$ cat config.mk
export PLATFORM = sky130hd
export DESIGN_NAME = hlsf_hash
export DESIGN_NICKNAME = d
export VERILOG_FILES = /design/src/sv/hlsf_pkg.sv /design/src/sv/hlsf_hash.sv
export SDC_FILE = /design/constraint.sdc
export NUM_CORES = 1
export LEC_CHECK = 0
export BUFFER_PORTS_ARGS = -buffer_cell sky130_fd_sc_hd__buf_2
export CAP_MARGIN = 20
export CORE_MARGIN = 5
export CORE_UTILIZATION = 47
export DETAILED_ROUTE_END_ITERATION = 8
export PLACE_DENSITY_LB_ADDON = 0.25
export SYNTH_ARGS = -nofsm -noshare
export SYNTH_HDL_FRONTEND = slang
export SYNTH_SLANG_ARGS = --single-unit
$ cat constraint.sdc
create_clock -name clk_i -period 1 [get_ports clk_i]
set_clock_uncertainty 0.1 [all_clocks]
set_input_delay 0.05 -clock clk_i [delete_from_list [all_inputs] [get_ports clk_i]]
set_output_delay 0.05 -clock clk_i [all_outputs]
set_load 0.02 [all_outputs]
$ cat src/sv/hlsf_pkg.sv
// Package for the hashed LRU slot finder: field widths, hash constant,
// the request, response and table entry structs and the outcome codes.
// No dependencies.
package hlsf_pkg;

  localparam int unsigned CodepointW = 21;
  localparam int unsigned PixelSizeW = 8;
  localparam int unsigned SlotW      = 9;
  localparam int unsigned OutcomeW   = 2;
  localparam int unsigned KeyW       = 32;
  localparam int unsigned StampW     = 64;

  localparam logic [KeyW-1:0] HashMult = 32'h9E37_79B1;

  typedef enum logic [OutcomeW-1:0] {
    OUTCOME_HIT     = 2'd0,
    OUTCOME_TAKEN   = 2'd1,
    OUTCOME_EVICTED = 2'd2
  } outcome_e;

  typedef struct packed {
    logic [CodepointW-1:0] codepoint;
    logic [PixelSizeW-1:0] pixel_size;
  } req_t;

  typedef struct packed {
    logic [SlotW-1:0] slot;
    outcome_e         outcome;
  } rsp_t;

  typedef struct packed {
    logic [KeyW-1:0]   key;
    logic [StampW-1:0] stamp;
  } entry_t;

endpackage

$ cat src/sv/hlsf_hash.sv
// Home slot unit: multiplicative hash of the key, then the remainder modulo the table
// size by reciprocal multiplication with one correction step.
// Depends on hlsf_pkg.
module hlsf_hash #(
  parameter int unsigned TableEntries = 512
) (
  input  logic                                clk_i,
  input  logic                                rst_ni,
  input  logic                                start_i,
  input  logic [hlsf_pkg::KeyW-1:0]           key_i,
  output logic                                done_o,
  output logic [$clog2(TableEntries)-1:0]     home_o
);
  import hlsf_pkg::*;

  localparam int unsigned AddrW = $clog2(TableEntries);
  localparam logic [KeyW-1:0] Recip   = KeyW'((64'd1 << KeyW) / 64'(TableEntries));
  localparam logic [KeyW-1:0] Entries = KeyW'(TableEntries);

  logic [2:0]         stage_q, stage_d;
  logic               done_q, done_d;
  logic [KeyW-1:0]    hash_q, hash_d;
  logic [KeyW-1:0]    quot_q, quot_d;
  logic [AddrW:0]     rem_q, rem_d;
  logic [AddrW-1:0]   home_q, home_d;
  logic [2*KeyW-1:0]  recip_prod;
  logic [KeyW-1:0]    back_prod;
  logic [KeyW-1:0]    diff;
  logic               fits;

  assign recip_prod = {{KeyW{1'b0}}, hash_q} * {{KeyW{1'b0}}, Recip};
  assign back_prod  = quot_q * Entries;
  assign diff       = hash_q - back_prod;
  assign fits       = rem_q >= (AddrW+1)'(TableEntries);

  always_comb begin
    stage_d = {stage_q[1:0], start_i};
    done_d  = stage_q[2];
    hash_d  = hash_q;
    quot_d  = quot_q;
    rem_d   = rem_q;
    home_d  = home_q;
    if (start_i) begin
      hash_d = KeyW'(key_i * HashMult);
    end
    if (stage_q[0]) begin
      quot_d = recip_prod[2*KeyW-1:KeyW];
    end
    if (stage_q[1]) begin
      rem_d = diff[AddrW:0];
    end
    if (stage_q[2]) begin
      home_d = fits ? AddrW'(rem_q - (AddrW+1)'(TableEntries)) : rem_q[AddrW-1:0];
    end
  end

  always_ff @(posedge clk_i or negedge rst_ni) begin
    if (!rst_ni) begin
      stage_q <= '0;
      done_q  <= 1'b0;
    end else begin
      stage_q <= stage_d;
      done_q  <= done_d;
    end
  end

  always_ff @(posedge clk_i) begin
    hash_q <= hash_d;
    quot_q <= quot_d;
    rem_q  <= rem_d;
    home_q <= home_d;
  end

  assign done_o = done_q;
  assign home_o = home_q;

endmodule

# [After elaboration in Yosys (flattened, before gate mapping)]
# Index checks and enable logic that the tools add are counted.
# W data, S select, Z words.
[totals] reg_bits=34 wordCells=11
[op_classes] addsub=2 n_mul=1 order_cmp=1 muxes=1
[op_table] op="$mul A32 B32 Y10 const B" count=1
[op_table] op="$ge A10 B10 Y1 const B" count=1
[op_table] op="$sub A10 B10 Y10" count=1
[op_table] op="$mux W9" count=1
[op_table] op="$sub A9 B1 Y9 const B" count=1

# [Logic depth before layout (Yosys ltp)]
[logic_depth] ltp_word=2 depth_mapped=8

# [Worst setup path after synthesis]
# Ideal clock, no wire load.
[synth_path] path_kind="in2reg" start="input port key_i[2] (netlist bit)" end="register hash_q[8], data pin" setup_ns=0.268 arrival_time_ns=2.222 t_required_ns=0.632 slack_ns=-1.590 cell_stages=8 path_buffers=0 cell_sequence="ha_1 -> ha_1 -> ha_1 -> ha_1 -> ha_1 -> ha_1 -> a21oi_1 -> xnor3_1"
[synth_between] elab_chain_len=1
[synth_rtl] item="start, declared" line_no="hlsf_hash.sv:10" source="input logic [hlsf_pkg::KeyW-1:0] key_i,"
[synth_rtl] item="$mul A32 B32 Y10" line_no="hlsf_hash.sv:44" source="hash_d = KeyW'(key_i * HashMult);"
[synth_rtl] item="end signal, assigned" line_no="hlsf_hash.sv:68" source="hash_q <= hash_d;"
[synth_rtl] item="end, declared" line_no="hlsf_hash.sv:22" source="logic [KeyW-1:0] hash_q, hash_d;"
# No other way between the ends.
# A chain may end at the register's enable or synchronous reset.

# [Worst setup path after layout]
[layout_path] start="input port key_i[3] (netlist bit)" end="register hash_q[8], data pin"
# Same word-level chain as after synthesis.

==> metrics.md <==
| Metric | Value |
|---|---|
| Hold Path Depth | 2 |
| TritonCTS Sinks | 31 |
| Vias in the first global route | 717 |
| DRT Wirelength | between 1.5 and 2 mm |
| Ports | 45 |
| Clock latency at the later pin of the worst-skew pair | ~320 ps |
| Hold path startpoint | key_i[4] |
| Worst r2r src | stage_q[1]$_DFF_PN0_ |
| Ys Warns | 0 |
| Overall routing resource usage | around an eighth |
| Pre-antenna DRT Iters | 2 |
| Syn nets | around 110 |
| Synth top area share | between 60% and 70% |
| Post-synthesis register bit count | 31 |
| DR WL/cell | around 14 microns |
| Final worst-path cycle share | 196% |
| Worst Path Required | about 970 ps |
| Worst-margin pin slew | 218 ps |
| Final setup fails | 7 |
| Peak supply drop | 0.00122 V |
| Full die area | 3710 sq um |
| First-pass GRT wire length | about 3.2 mm |
| Cts hold-fix bufs | 6 |
| Arr. time, crit path | between 1500 and 2000 ps |
| Most common cell in the netlist | edfxtp_1 |
| Slew HR | between 80 and 90% |
| Cell area after synthesis | between 1000 and 1500 sq um |
| Synth Flop Type | edfxtp_1 |
| Post-layout nets | 149 |
| Async set or reset register ratio after synthesis | 12.9% |
| Power Density | roughly 1700 nW/um^2 |
| Fraction of layout cells with a size suffix above 1 | between 50% and 60% |
| Slew Viols, Final | 0 |
| Core Area | between 2000 and 2500 sq um |
| Crit Path Category | in -> reg |
| Most frequent cells after synthesis | edfxtp_1 (27), ha_1 (14), dfrtp_1 (4) |
| Synth top area cells | edfxtp_1 (67%), ha_1 (14%), dfrtp_1 (8.2%), xnor3_1 (3.7%), xnor2_1 (2.2%) |
| Post-Synthesis Cells | between 50 and 60 |
| Min-Delay Path Class | in -> reg |
| Largest net degree at the start of global routing | 11 |
| DPL Wire Length | between 1 and 1.5 mm |
| Worst slack at placement | -1350 ps |
| Post-synthesis sequential area ratio | 74.9% |
| Clock tree buffer depth | 2 |
| Outcome | finished, violations left |
| IO Port Bufs | 21 |
| Post-route ant nets | 0 |
| Unrepaired setup endpoints after global routing | true |
| Synthesized area per cell | 21.7 sq um |
| Initial core utilization | about half |
| Fin worst setup slack | -962 ps |
| Worst R2R Path Depth | 0 |
| Rows | 18 |
| GPL Wtd Cong | roughly 0.67 |
| Violated checks | hold timing, setup timing |
| Leak Pwr | 0.709 nW |
| Startpoint Class | input port |
| CTS clk-pin slew, worst paths | roughly 90 ps |
| Worst setup EP type | flop |
| Final hold vios | 1 |
| H-tree Lvls | 2 |
| Vias per cell | between 4 and 5 |
| N_diodes | 0 |
| Post-synth EDFFs | 27 |
| Layout Area Growth over Synthesis | 46.6% |
| Hold Slack | -52.1 ps |
| Via count | between 600 and 700 |
| Reg2reg end | rem_q[2]$_DFFE_PP_ |
| Crit Path Max Fanout | 2 |
| Tot Pwr | just over 3 mW |
| CTS root buffer | clkbuf_4 |
| Chip Width | between 60 and 70 microns |
| Initial DRC Count | 5 |
| CTS tree | done |
| Global route overflow | 0 |
| Die height | between 60 and 70 microns |
| Internal reg-to-reg setup slack | about 100 ps |
| Min Tclk post-route | ~2000 ps |
| F_max | between 0.5 and 0.6 GHz |
| Initial antenna violation count | 0 |
| Hold endpoint | hash_q[4]$_DFFE_PP_ |
| Distinct cell type count after synthesis | 9 |
| MaxCap Viol Count | 0 |
| Yosys top cell by area | edfxtp_1 |
| Number of remaining DRC errors | 0 |
| CTS buffer count | 5 |
where the power goes:
group	internal, mW	switching, mW	total, mW
registers	1.62	0.0543	1.67
logic	0.441	0.267	0.707
clock network	0.261	0.389	0.649
total	2.32	0.710	3.03
worst max path at each step:
stage	startpoint	end	slack [ps]	depth (start not counted)
6_report	key_i[3]	hash_q[8]$_DFFE_PP_	-960	9
5_1_grt	key_i[3]	hash_q[8]$_DFFE_PP_	-990	9
4_1_cts	key_i[2]	hash_q[8]$_DFFE_PP_	-960	9
3_5_place_dp	key_i[2]	hash_q[8]$_DFFE_PP_	-1350	9
3_3_place_gp	key_i[2]	hash_q[8]$_DFFE_PP_	-1300	9
2_1_floorplan	key_i[3]	hash_q[8]$_DFFE_PP_	-1130	8
layer usage:
layer	global-route usage (%)	wire, microns
met5	0	0
met4	10.2	60
met3	3.83	121
met2	22.6	1070
met1	12.3	627
layout make-up:
class | instances | area (sq um)
repair buffers | 36 | 327
clock buffers | 5 | 37.5
clock inverters | 3 | 15.0
fillers | 159 | 694
well taps | 30 | 37.5
flip-flops and latches | 31 | 913
multi-input cells | 25 | 453
flip-flops by register name, summed over array words and instances (netlist names):
signal,flops
hash_q,9
home_o,9
rem_q,9
stage_q,3
done_o,1
what timing repair did:
item	in CTS	in global routing
gates resized for setup	18	19
buffers inserted	4	1
pin swaps	4	5
hold endpoints to repair	18	1
endpoints found under the setup margin	32	13
per-stage QoR:
stage / util (%) / setup TNS [ps] / cells / hold slack, ps / area (sq um)
2_1_floorplan: - / -2930 / 56 / -346 / 1300
3_3_place_gp: 60.2 / -3890 / 113 / -245 / 1490
3_5_place_dp: 60.2 / -4290 / 113 / -239 / 1490
4_1_cts: 69.5 / -2730 / 130 / -61.3 / 1720
5_1_grt: 72.0 / -2980 / 130 / -42.0 / 1780
6_report: 72.0 / -2430 / 130 / -52.1 / 1780
worst max-delay path, stage by stage:
cell and delay, ps:
buf_8 100, ha_4 260, ha_4 190, ha_4 270
ha_4 190, ha_4 160, xor2_2 160, xnor2_1 140
xnor3_1 400
cells by family after synthesis:
logic type | Yosys count | synth area share [%]
AOI/OAI and AO/OA | 2 | 1.03
xor gates and xnor gates | 8 | 8.03
DFF | 31 | 74.9
adders and majority gates | 15 | 16.0
placed cells by master (no fill, tap or decap), types with 3 or more instances in the layout:
cell | netlist | final
buf_2 | 0 | 9
dlygate4sd3_1 | 0 | 6
buf_4 | 0 | 6
xnor2_1 | 3 | 3
clkinv_2 | 0 | 3
buf_6 | 0 | 13
clkbuf_4 | 0 | 5
ha_4 | 0 | 11
edfxtp_1 | 27 | 27
ha_1 | 14 | 3
(Power assumes the default switching activity.)
